**config.mk**
```make
export PLATFORM = sky130hd
export DESIGN_NAME = tfn_isqrt
export DESIGN_NICKNAME = d
export VERILOG_FILES = /design/src/rtl/tfn_pkg.sv /design/src/rtl/tfn_isqrt.sv
export SDC_FILE = /design/constraint.sdc
export NUM_CORES = 1
export LEC_CHECK = 0
export ABC_AREA = 1
export BUFFER_PORTS_ARGS = -buffer_cell sky130_fd_sc_hd__buf_2
export CAP_MARGIN = 5
export CELL_PAD_IN_SITES_DETAIL_PLACEMENT = 2
export CELL_PAD_IN_SITES_GLOBAL_PLACEMENT = 2
export CORE_UTILIZATION = 26
export CTS_BUF_LIST = sky130_fd_sc_hd__clkbuf_8
export DETAILED_ROUTE_END_ITERATION = 16
export HOLD_SLACK_MARGIN = 0.06
export MAX_ROUTING_LAYER = met4
export PLACE_DENSITY = 0.66
export SYNTH_ARGS = -nofsm -noshare
export SYNTH_HDL_FRONTEND = slang
export SYNTH_SLANG_ARGS = --single-unit
export TNS_END_PERCENT = 100
```
**constraint.sdc**
```tcl
create_clock -name clk -period 13.15 [get_ports clk]
set_input_delay 2.63 -clock clk [delete_from_list [all_inputs] [get_ports clk]]
set_output_delay 2.63 -clock clk [all_outputs]
set_load 0.02 [all_outputs]
```
**src/rtl/tfn_pkg.sv**
```systemverilog
// Package with shared types and constants of the triangle face normal block.
`default_nettype none
package tfn_pkg;
  localparam logic OP_LOAD = 1'b0;
  localparam logic OP_TRI  = 1'b1;
  localparam int NORM_BITS = 16;
  localparam int ONE_Q14   = 16384;
  // Fixed-point layout of the normalized magnitudes.
  localparam int MAG_BITS  = 20;
  localparam int SUM_BITS  = 42;
  localparam int RAD_BITS  = 62;
  localparam int ROOT_BITS = 31;
  // The rounded dividend mag * 2^24 + root / 2 can reach just above 2^44.
  localparam int DIVD_BITS = 45;
  localparam int QUO_BITS  = 25;

  typedef struct packed {
    logic start;
    logic busy;
  } seq_ctl_t;
endpackage
`default_nettype wire

```
**src/rtl/tfn_isqrt.sv**
```systemverilog
// Bit-serial integer square root, one result bit per cycle.
`default_nettype none
module tfn_isqrt (
  input  wire logic                          clk,
  input  wire logic                          rst,
  input  wire logic                          start,
  input  wire logic [tfn_pkg::RAD_BITS-1:0]  radicand,
  output logic                               done,
  output logic      [tfn_pkg::ROOT_BITS-1:0] root
);
  localparam int RB = tfn_pkg::RAD_BITS;
  localparam int QB = tfn_pkg::ROOT_BITS;
  logic [RB-1:0] rem;
  logic [RB-1:0] x;
  logic [5:0]    cnt;
  logic          busy;
  logic [QB+1:0] trial;
  logic [QB+1:0] remw;

  always_comb begin
    remw  = {rem[QB-1:0], x[RB-1 -: 2]};
    trial = {root, 2'b01};
  end

  always_ff @(posedge clk) begin
    if (rst) begin
      busy <= 1'b0;
      done <= 1'b0;
    end else begin
      done <= 1'b0;
      if (start) begin
        busy <= 1'b1;
        cnt  <= 6'(QB);
        rem  <= '0;
        root <= '0;
        x    <= radicand;
      end else if (busy) begin
        x <= {x[RB-3:0], 2'b00};
        if (remw >= trial) begin
          rem  <= RB'(remw - trial);
          root <= {root[QB-2:0], 1'b1};
        end else begin
          rem  <= RB'(remw);
          root <= {root[QB-2:0], 1'b0};
        end
        cnt <= cnt - 6'd1;
        if (cnt == 6'd1) begin
          busy <= 1'b0;
          done <= 1'b1;
        end
      end
    end
  end
endmodule
`default_nettype wire

```
# [Word level (Yosys, flattened, before mapping)]
# Cells that the tools add are included.
[word_totals] register_bits=132 latch_bits=0 ramBits=0 mem_bits_ro=0 input_bits=65 output_inout_bits=32 wordCells=26 mem_count=0
[op_classes] addsub=2 multipliers=0 div_mod_pow=0 magnitude_cmp=1 n_eq_ne=1 shifts=0 n_mux=11 bitwise=2 reduce_logical=3
[op_table] cell="$mux 62" count=2
[op_table] cell="$mux 31" count=3
[op_table] cell="$ge 33x33->1" count=1
[op_table] cell="$sub 31x31->31" count=1
[op_table] cell="$eq 6x1->1 const B" count=1
[op_table] cell="$mux 6" count=1
[op_table] cell="$sub 6x1->6 const B" count=1
[op_table] cell="$mux 1" count=5
[op_table] cell="$reduce_or 3->1" count=1
[op_table] cell="$not 1->1" count=2
[op_table] cell="$reduce_and 2->1" count=1
[op_table] cell="$reduce_bool 2->1" count=1

# [Longest topological paths before layout]
[logic_depth] ltp_word=4 mapped_depth=16

# [Worst setup path after synthesis]
# OpenSTA, ideal clock, no wires.
[synth_path] kind="input-to-reg" from="input start" to="register cnt[0] (enable)" setup_ns=0.665 t_arrival_ns=9.334 slack_ns=3.151 stages=4 path_buffers=2 cell_sequence="clkbuf_1 > inv_2 > clkbuf_1 > a21oi_1"
[synth_between] elab_chain_cells=2
[synth_rtl] item="start: declaration" line="tfn_isqrt.sv:6" source="input wire logic start,"
[synth_rtl] item="$reduce_bool 2->1 (no line)"
[synth_rtl] item="$reduce_and 2->1 (no line)"
[synth_rtl] item="end signal: assignment" line="tfn_isqrt.sv:33" source="cnt <= 6'(QB);"
[synth_rtl] item="end signal: assignment" line="tfn_isqrt.sv:46" source="cnt <= cnt - 6'd1;"
[synth_rtl] item="end: declaration" line="tfn_isqrt.sv:15" source="logic [5:0] cnt;"
# No other way between the ends.
# A chain may end at the register's enable or synchronous reset.

# [Final worst setup path]
[layout_path] from="input start" to="register rem[7] (enable)"
[layout_between] elab_chain_cells=2
[layout_rtl] item="$reduce_bool 2->1 (no line)"
[layout_rtl] item="$reduce_and 2->1 (no line)"
[layout_rtl] item="end signal: assignment" line="tfn_isqrt.sv:40" source="rem <= RB'(remw - trial);"
[layout_rtl] item="end signal: assignment" line="tfn_isqrt.sv:43" source="rem <= RB'(remw);"
[layout_rtl] item="end: declaration" line="tfn_isqrt.sv:13" source="logic [RB-1:0] rem;"
# No other way between the ends.

==> impl_metrics.yaml <==
detailed_routing:
  drtIter0Drc: 272
  dr.pass1.iters: 4
  vias_per_cell: 4.409
  postRouteAntennaNets: 0
  drc: 0
  wl_um: 25390
  vias: 7130
  wl_per_cell_um: 15.70
floorplanning:
  fp.dieW_um: 181.2
  dieArea_um2: 32820
  fp.coreArea_um2: 31560
  initial_utilization_pct: 26.45
  chipHeight_um: 181.2
  ios: 97
  rows: 65
clocking:
  cts_resized: 0
  ctsHoldBuffers: 0
  clk_path_buf_depth: 2
  insertion_delay_ns: 0.46
  path_clk_slew_ns: 0.09
  post-cts-setup-buffers: 0
  tritoncts: "built"
  cts_buffers: 17
  cts_max_level: 4
  cts-root-buf: "clkbuf_8"
  cts_sinks: 132
worst_hold_path:
  worstHoldStart: "x[4]"
  hold_path_depth: 2
  min_path_type: "flop to flop"
synthesis:
  syn_area_um2: 8346
  synth_nets: 1207
  avgSynthCellArea_um2: 7.539
  ys_types: 32
  synth_seq_cells: 132
  yosysSeqAreaShare_pct: 47.26
  synthCells: 1107
  yosysWarnings: 0
power_and_ir_drop:
  p_int_uw: 772.7
  clockPowerShare_pct: 31.1
  sw_frac_of_total_pct: 34.92
  power.switching_uw: 414.6
  powerDensity_nw_per_um2: 123.1
  finalPower_uw: 1187
  p_leak_uw: 0.004874
  power_frac_seq_pct: 43.4
  max-vdd-ir-drop_uv: 52.96
  comb_power_share_pct: 25.5
grt:
  grt_pass1_vias: 7964
  gr-usage-all-layers_pct: 16.78
  globalRouteOverflowTotal: 0
  grt_antenna_before_repair: 2
  grt_pass1_wl_um: 41570
  grt_start_max_net_pins: 98
timing:
  finalSetupTns_ns: 0
  fin_crit_sh_pct: 30.75
  slew_headroom_pct: 28.52
  setup_violations: 0
  max_freq_mhz: 247.3
  hold_viol_final: 0
  slew_viol_final: 0
  post-route-min-period_ns: 4.043
  rsz0062_at_grt: "no"
  tightest_slew_ns: 1.072
  fin_skew_ns: 0.02028
final_layout:
  num-nets-final: 1299
  drive_gt1_share_pct: 14.19
  area_delta_synth_final_pct: 15.61
worst_setup_path:
  cp-start-kind: "input port"
  r2r-start: "rem[23]"
  crit_fanout: 44
  crit_start: "start"
  worstRegToRegCells: 10
  critPathArrivalTime_ns: 4.14
  required_ns: 13.24
  critPathKind: "input port to flop"
  end_kind: "flop"
placement:
  port_buffers: 96
  gp_congestion: 0.8431
  hpwl_um: 18950
job:
  maxCapViolCount: 0
outcome:
  status: "complete, no violations"
-- cell usage after synthesis --
cell type / count / area, µm²
dfxtp_1: 2 / 40.04
nand3_2: 2 / 20.02
nand3b_1: 21 / 157.7
or2_2: 1 / 6.260
a21oi_1: 25 / 125.1
nor2_2: 14 / 87.58
nand2_1: 470 / 1764
nor3_1: 5 / 25.02
o21ai_0: 5 / 25.02
and3_1: 1 / 6.260
ha_1: 35 / 437.9
nand3_1: 27 / 135.1
nand2_4: 4 / 45.04
inv_1: 164 / 615.6
buf_1: 8 / 30.03
nor2_1: 125 / 469.2
o21ai_1: 1 / 5.000
xnor2_1: 2 / 17.52
nand2_2: 6 / 37.54
buf_4: 4 / 30.03
clkbuf_1: 12 / 45.04
nand4_1: 7 / 43.79
o21bai_1: 1 / 7.510
xor2_1: 13 / 113.9
inv_2: 9 / 33.78
nor2_4: 2 / 22.52
edfxtp_1: 130 / 3904
nand3_4: 1 / 17.52
buf_12: 1 / 20.02
buf_2: 3 / 15.01
and2_1: 5 / 31.28
buf_6: 1 / 11.26
-- registers in the layout, summed over array words and instances (netlist names) --
register  count
x            62
cnt           6
rem          31
busy          1
done          1
root         31
-- per-layer routing --
layer | up-vias | GRT usage [%] | wire, µm
li1 | 3599 | - | -
met1 | 3429 | 19.96 | 11900
met2 | 90 | 29.06 | 12450
met3 | 12 | 3.205 | 783
met4 | 0 | 4.000 | 263
met5 | - | - | 0
-- layout by cell type (no fill, tap or decap), types with 2 or more instances in the layout --
cell type  count
bufinv_16      2
nand2_2        6
nand2_1      470
nand2_4        4
nor3_1         5
dfxtp_1        2
diode_2        3
a21oi_1       24
nor2_1       125
and2_1         5
ha_1          35
xnor2_1        2
nor2_2        14
nand3b_1      21
nand4_1        7
edfxtp_1     130
inv_8          3
inv_6          4
inv_1        165
nand3_2        2
buf_2         95
xor2_1        13
clkinv_4       3
buf_4          7
clkbuf_8      17
nand3_1       27
nor2_4         2
o21ai_0        5
inv_2          9
-- final cells by class --
type	instances	area [µm²]
clock inverters	15	170.2
well taps	402	503.0
fillers	3817	21910
diodes	3	7.507
multi-input cells	773	3612
repair buffers	102	528.0
clock buffers	17	234.0
inverters	173	649.4
flip-flops and latches	132	3944
-- metrics by stage --
step / std cells / cell area, µm² / utilization, % / hold WS [ns] / worst slack, ns
after floorplan: 1107 / 8346 / - / 0.4218 / 3.151
after global placement: 1582 / 9236 / 29.27 / 0.4938 / 8.636
after detailed placement: 1582 / 9236 / 29.27 / 0.5020 / 8.601
after CTS: 1614 / 9641 / 30.55 / 0.5220 / 9.104
after global routing: 1616 / 9646 / 30.57 / 0.5370 / 9.061
final: 1617 / 9648 / 30.57 / 0.5181 / 9.107
-- path summary, 6_finish.rpt --
path	to	slack [ns]
max	rem[7]	9.11
min reg2reg	x[6]	0.52
max reg2reg	rem[11]	10.14
min	x[6]	0.52
-- power by group through the flow --
stage | registers, µW | logic (µW) | clock network [µW]
2_1_floorplan | 533 | 210 | 0
3_5_place_dp | 526 | 310 | 0
6_report | 516 | 302 | 369
5_1_grt | 519 | 349 | 401
4_1_cts | 516 | 312 | 386
3_3_place_gp | 525 | 302 | 0
-- critical path: stages --
cell	delay [ns]
buf_4	0.09
inv_2	0.05
a21oi_4	0.13
buf_4	0.51
buf_4	0.65
-- logic make-up (layout without fill, tap and decap cells) --
kind of cell             Yosys count  count (layout)  synth area share, %
AO/OA/AOI/OAI                     32              32                1.949
flip-flops                       132             132                47.26
adder cells (fa/ha/maj)           35              35                5.247
XOR/XNOR                          15              15                1.574
buffers and inverters            202             307                9.595
other                              0               3                    0
AND/OR/NAND/NOR                  691             691                34.38
Note: power is estimated with default switching activity, not from simulation.
