## config.mk

```make
export PLATFORM = sky130hd
export DESIGN_NAME = tfn_div
export DESIGN_NICKNAME = d
export VERILOG_FILES = /design/src/rtl/tfn_pkg.sv /design/src/rtl/tfn_div.sv
export SDC_FILE = /design/constraint.sdc
export NUM_CORES = 1
export LEC_CHECK = 0
export BUFFER_PORTS_ARGS = -buffer_cell sky130_fd_sc_hd__buf_2
export CAP_MARGIN = 20
export CORE_MARGIN = 8
export CORE_UTILIZATION = 25
export DETAILED_ROUTE_END_ITERATION = 8
export GPL_TIMING_DRIVEN = 0
export MAX_ROUTING_LAYER = met4
export PLACE_DENSITY = 0.51
export SLEW_MARGIN = 20
export SYNTH_ARGS = -nofsm -noshare
export SYNTH_HDL_FRONTEND = slang
export SYNTH_SLANG_ARGS = --single-unit
export TNS_END_PERCENT = 10
```

## constraint.sdc

```tcl
create_clock -name clk -period 7.7 [get_ports clk]
set_input_delay 1.155 -clock clk [delete_from_list [all_inputs] [get_ports clk]]
set_output_delay 1.155 -clock clk [all_outputs]
set_load 0.005 [all_outputs]
```

## src/rtl/tfn_pkg.sv

```systemverilog
// Package with shared types and constants of the triangle face normal block.
`default_nettype none
package tfn_pkg;
  localparam logic OP_LOAD = 1'b0;
  localparam logic OP_TRI  = 1'b1;
  localparam int NORM_BITS = 16;
  localparam int ONE_Q14   = 16384;
  // Fixed-point layout of the normalized magnitudes.
  localparam int MAG_BITS  = 20;
  localparam int SUM_BITS  = 42;
  localparam int RAD_BITS  = 62;
  localparam int ROOT_BITS = 31;
  // The rounded dividend mag * 2^24 + root / 2 can reach just above 2^44.
  localparam int DIVD_BITS = 45;
  localparam int QUO_BITS  = 25;

  typedef struct packed {
    logic start;
    logic busy;
  } seq_ctl_t;
endpackage
`default_nettype wire

```

## src/rtl/tfn_div.sv

```systemverilog
// Restoring divider, one quotient bit per cycle.
`default_nettype none
module tfn_div (
  input  wire logic                          clk,
  input  wire logic                          rst,
  input  wire logic                          start,
  input  wire logic [tfn_pkg::DIVD_BITS-1:0] dividend,
  input  wire logic [tfn_pkg::ROOT_BITS-1:0] divisor,
  output logic                               done,
  output logic      [tfn_pkg::QUO_BITS-1:0]  quot
);
  localparam int DB = tfn_pkg::DIVD_BITS;
  localparam int QB = tfn_pkg::QUO_BITS;
  localparam int RB = tfn_pkg::ROOT_BITS;
  logic [DB-1:0] num;
  logic [RB:0]   rem;
  logic [RB:0]   sh;
  logic [5:0]    cnt;
  logic          busy;

  assign sh = {rem[RB-1:0], num[DB-1]};

  // The quotient fits QB bits, so the top DB-QB dividend bits seed the remainder.
  always_ff @(posedge clk) begin
    if (rst) begin
      busy <= 1'b0;
      done <= 1'b0;
    end else begin
      done <= 1'b0;
      if (start) begin
        busy <= 1'b1;
        cnt  <= 6'(QB);
        rem  <= (RB+1)'(dividend[DB-1:QB]);
        num  <= {dividend[QB-1:0], {(DB-QB){1'b0}}};
        quot <= '0;
      end else if (busy) begin
        num <= {num[DB-2:0], 1'b0};
        if (sh >= {1'b0, divisor}) begin
          rem  <= sh - {1'b0, divisor};
          quot <= {quot[QB-2:0], 1'b1};
        end else begin
          rem  <= sh;
          quot <= {quot[QB-2:0], 1'b0};
        end
        cnt <= cnt - 6'd1;
        if (cnt == 6'd1) begin
          busy <= 1'b0;
          done <= 1'b1;
        end
      end
    end
  end
endmodule
`default_nettype wire

```

* Yosys cells after proc, flatten, opt, wreduce, memory -nomap -nowiden
Cells that the tools add are included.
Storage, ports and cells: bits in registers 108, input port bits 79, output and inout port bits 26, word-level logic and storage cells 29
Cells by class: add/sub/neg operators 2, $lt $le $gt $ge 1, eq/ne operators 1, multiplexer cells 12, bitwise logic cells 2, reductions and logical operators 3
Operator list (number):
- 45-bit two-way mux | 2
- 31-bit two-way mux | 2
- 32-bit by 31-bit greater-or-equal comparator with 1-bit output | 1
- 31-bit subtractor | 1
- 25-bit two-way mux | 1
- 20-bit two-way mux | 1
- 6-bit by 1-bit == test with 1-bit output (second input constant) | 1
- 6-bit two-way mux | 1
- 6-bit by 1-bit subtractor with 6-bit output (second input constant) | 1
- 1-bit two-way mux | 5
- 3-bit OR reduction | 1
- 1-bit NOT | 2
- 2-bit AND reduction | 1
- 2-bit nonzero test | 1

* Longest topological paths before layout
depth in word-level cells 4, gate-level depth with buffers 13, depth with buffers taken out 11

* Worst setup path before layout
OpenSTA, ideal clock, no wires.
path type input to register, from input port start, to register cnt[0], enable pin, setup time 0.533 ns, arrival time 5.326 ns, data required time 7.167 ns, setup slack 1.841 ns, stages on the path 4, path buffers 2, cell sequence buf_2 > clkbuf_1 > nor2_1 > nor2_1
On the way: cells in the longest elaborated chain, start to end 2
RTL lines:
- start, declared | line tfn_div.sv:6 | input wire logic start,
- 2-bit nonzero test (no line)
- 2-bit AND reduction (no line)
- end signal, assigned | line tfn_div.sv:32 | cnt <= 6'(QB);
- end signal, assigned | line tfn_div.sv:45 | cnt <= cnt - 6'd1;
- end, declared | line tfn_div.sv:18 | logic [5:0] cnt;
Every way passes these cells. A chain may end at the register's enable or synchronous reset.

* Worst setup path after layout
from input port divisor[2] (netlist bit), to register rem[22] (data pin)
On the way: cells in the longest elaborated chain, start to end 3, elaborated cells on any way between the ends 4, classes of those cells add/sub (1); order compare (1); mux (2)
RTL lines:
- start, declared | line tfn_div.sv:8 | input wire logic [tfn_pkg::ROOT_BITS-1:0] divisor,
- 31-bit subtractor or 32-bit by 31-bit greater-or-equal comparator with 1-bit output (tied branches) | line tfn_div.sv:39, tfn_div.sv:38
- 31-bit two-way mux * | line tfn_div.sv:38 | if (sh >= {1'b0, divisor}) begin
- 31-bit two-way mux * | line tfn_div.sv:36 | end else if (busy) begin
- end signal, assigned | line tfn_div.sv:33 | rem <= (RB+1)'(dividend[DB-1:QB]);
- end signal, assigned | line tfn_div.sv:39 | rem <= sh - {1'b0, divisor};
- end signal, assigned | line tfn_div.sv:42 | rem <= sh;
- end, declared | line tfn_div.sv:16 | logic [RB:0] rem;
Mark *: on every way between the ends. The rest lies on a longest branch, timed or not. The select of a mux whose other input is x is not followed.

==> results.sh <==
export IMPL_syn_num_nets=691
export IMPL_synth_top_area_cell="edfxtp_1"
export IMPL_grt_max_degree=26
export IMPL_maxCapViolCount=0
export IMPL_cts_buffers=9
export IMPL_crit_fanout=10
export IMPL_sw_frac_of_total=0.323
export IMPL_clkLatencyLatePin_ns=0.36
export IMPL_ys_seq_area_frac=0.456
export IMPL_setup_violations=0
export IMPL_ir_worst_vdd_mv=0.118
export IMPL_status="complete, no violations"
export IMPL_area_delta_synth_final_pct=22.2
export IMPL_slew_violations=0
export IMPL_start_kind="input pin"
export IMPL_rows=56
export IMPL_postRouteAntennaNets=0
export IMPL_tightestPinTransition_ns=0.712
export IMPL_synth_area_top_cells="edfxtp_1 (45%), ha_1 (7.1%), mux2_2 (5.6%)"
export IMPL_synthCells=578
export IMPL_synth_cell_types=61
export IMPL_yosysTopAreaCellShare=0.449
export IMPL_max_slew_margin=0.525
export IMPL_fin_nets=809
export IMPL_ys_top_cells_by_count="edfxtp_1 (87), nand2_1 (51), nor2_1 (45), a21oi_1 (42), inv_1 (42)"
export IMPL_p_int_uw=978
export IMPL_finalHoldViolations=0
export IMPL_layout_drive_gt1_share=0.244
export IMPL_ios=105
export IMPL_ys_warn_count=0
export IMPL_synth_edff_count=87
export IMPL_synth_seq_cells=89
export IMPL_overflow=0
export IMPL_cts_hold_buffers=0
export IMPL_synth_area_um2=5820
export IMPL_leakage_nw=2.93
export IMPL_grt_pass1_vias=4849
export IMPL_cts_clk_slew_worst_paths_ns=0.08
export IMPL_cts_root_buf="clkbuf_16"
export IMPL_synth_ff_type="edfxtp_1"
export IMPL_grt_pass1_wl_um=26400
export IMPL_die_x_um=169
export IMPL_avgRoutedWirePerCell_um=17.0
export IMPL_fin_crit_sh=0.547
export IMPL_dieArea_um2=28400
export IMPL_syn_area_per_cell_um2=10.1
export IMPL_grt_use_total=0.122
export IMPL_htree_levels=3
export IMPL_async_flop_share=0
export IMPL_clock_sinks=89
export IMPL_routabilityCongestion=0.804
export IMPL_via_count=4685
export IMPL_end_kind="flip-flop"
export IMPL_worstPathRequired_ns=7.78
export IMPL_cts_resized=0
export IMPL_drc=0
export IMPL_drt_iter0_drc=272
export IMPL_avgViaCountPerCell=4.72
export IMPL_combPwrFrac=0.272
export IMPL_dp_cells=975
export IMPL_powerDensity_nw_per_um2=203
export IMPL_power_switching_uw=467
export IMPL_core_area_um2=23100
export IMPL_die_h_um=169
export IMPL_io_buffers=103
export IMPL_final_cells=993
export IMPL_hp_class="reg2reg"
export IMPL_cts_setup_buffers=0
export IMPL_max_freq_ghz=0.237
export IMPL_clkPwrFrac=0.315
export IMPL_dpl_hpwl_um=12900
export IMPL_antenna_found_initial=2
export IMPL_yosysMostFrequentCell="edfxtp_1"
export IMPL_power_frac_seq=0.414
export IMPL_skew_ns=0.0122
export IMPL_dr_pass1_iters=4
export IMPL_wl_um=16900
export IMPL_crit_type="in2reg"
export IMPL_arrival_ns=4.30
export IMPL_ctsLongestPathBuffers=2
export IMPL_fin_crit_ns=4.21
export IMPL_hold_ws_ns=0.551
export IMPL_grt_setup_unrepaired="no"
export IMPL_start_util=0.252
export IMPL_cts_tree="built"
-- worst paths after layout --
check | startpoint | to | slack [ns] | cells past startpoint
setup / recovery | divisor[2] | rem[22]$_SDFFCE_PP0P_ | 3.49 | 12
hold / removal | num[27]$_DFFE_PP_ | num[28]$_DFFE_PP_ | 0.55 | 1
setup reg to reg | rem[1]$_DFFE_PP_ | rem[22]$_SDFFCE_PP0P_ | 3.99 | 10
hold reg to reg | num[27]$_DFFE_PP_ | num[28]$_DFFE_PP_ | 0.55 | 1
-- layout by cell type (no fill, tap or decap), types with 7 or more instances in the layout --
master,count
a211oi_1,9
a21o_1,12
a21oi_1,42
a31oi_1,14
and3_1,8
buf_2,108
clkbuf_1,14
clkbuf_16,9
edfxtp_1,87
ha_1,33
inv_1,42
mux2_2,29
nand2_1,51
nand3_1,14
nand3b_1,7
nor2_1,44
nor2b_1,28
nor3_1,7
o21ai_0,22
xnor2_1,12
xor2_1,7
-- worst max-delay path, cell delays in order --
cell and delay [ns]:
buf_2 0.08, inv_1 0.04, ha_1 0.35, nor2b_1 0.17
o31a_1 0.28, o311ai_1 0.56, a21oi_1 0.22, a211oi_4 0.48
nand2_2 0.29, clkbuf_1 0.37, nand3_1 0.20, a21oi_1 0.09
-- state kept, by name (all words and copies together) (netlist names) --
signal	flops
num	25
busy	1
rem	31
quot	25
cnt	6
done	1
-- power by group through the flow --
stage / registers [mW] / clock network (mW) / logic [mW]
5_1_grt: 0.602 / 0.490 / 0.440
3_5_place_dp: 0.609 / 0 / 0.395
4_1_cts: 0.598 / 0.476 / 0.397
2_1_floorplan: 0.608 / 0 / 0.275
3_3_place_gp: 0.614 / 0 / 0.384
6_report: 0.598 / 0.454 / 0.392
-- area by class of cell --
| class | instances | area [µm²] |
|---|---|---|
| Antenna cell | 2 | 5.00 |
| Tap cell | 290 | 363 |
| Clock inverter | 7 | 72.6 |
| Timing Repair Buffer | 107 | 618 |
| Buffer | 24 | 119 |
| Multi-Input combinational cell | 422 | 2890 |
| Sequential cell | 89 | 2650 |
| Fill cell | 2466 | 16000 |
| Clock buffer | 9 | 225 |
| Inverter | 43 | 161 |
-- cells by family after synthesis --
family | count (synthesis) | share of synthesized area
fa+ha+maj | 34 | 0.0744
simple gates | 198 | 0.177
compound gates | 139 | 0.155
mux | 32 | 0.0613
buf+inv | 67 | 0.0482
xor+xnor | 19 | 0.0286
flops | 89 | 0.456
-- routing by layer --
metal | vias up | part of all wire | GRT usage
met4 | 0 | 0.0065 | 0.0280
met2 | 97 | 0.44 | 0.188
met1 | 2210 | 0.49 | 0.159
li1 | 2369 | - | -
met5 | - | 0 | -
met3 | 9 | 0.057 | 0.0319
-- stage by stage --
step | total power [mW] | area [µm²] | setup TNS, ns | util | setup WS (ns)
after global placement | 0.998 | 6700 | -69.95 | 0.290 | -0.808
after CTS | 1.47 | 7100 | 0 | 0.307 | 3.47
after floorplan | 0.883 | 5820 | 0 | - | 1.84
final | 1.44 | 7110 | 0 | 0.307 | 3.49
after detailed placement | 1.00 | 6810 | 0 | 0.294 | 3.08
after global routing | 1.53 | 7110 | 0 | 0.307 | 3.28
Note: power is estimated with default switching activity, not from simulation.
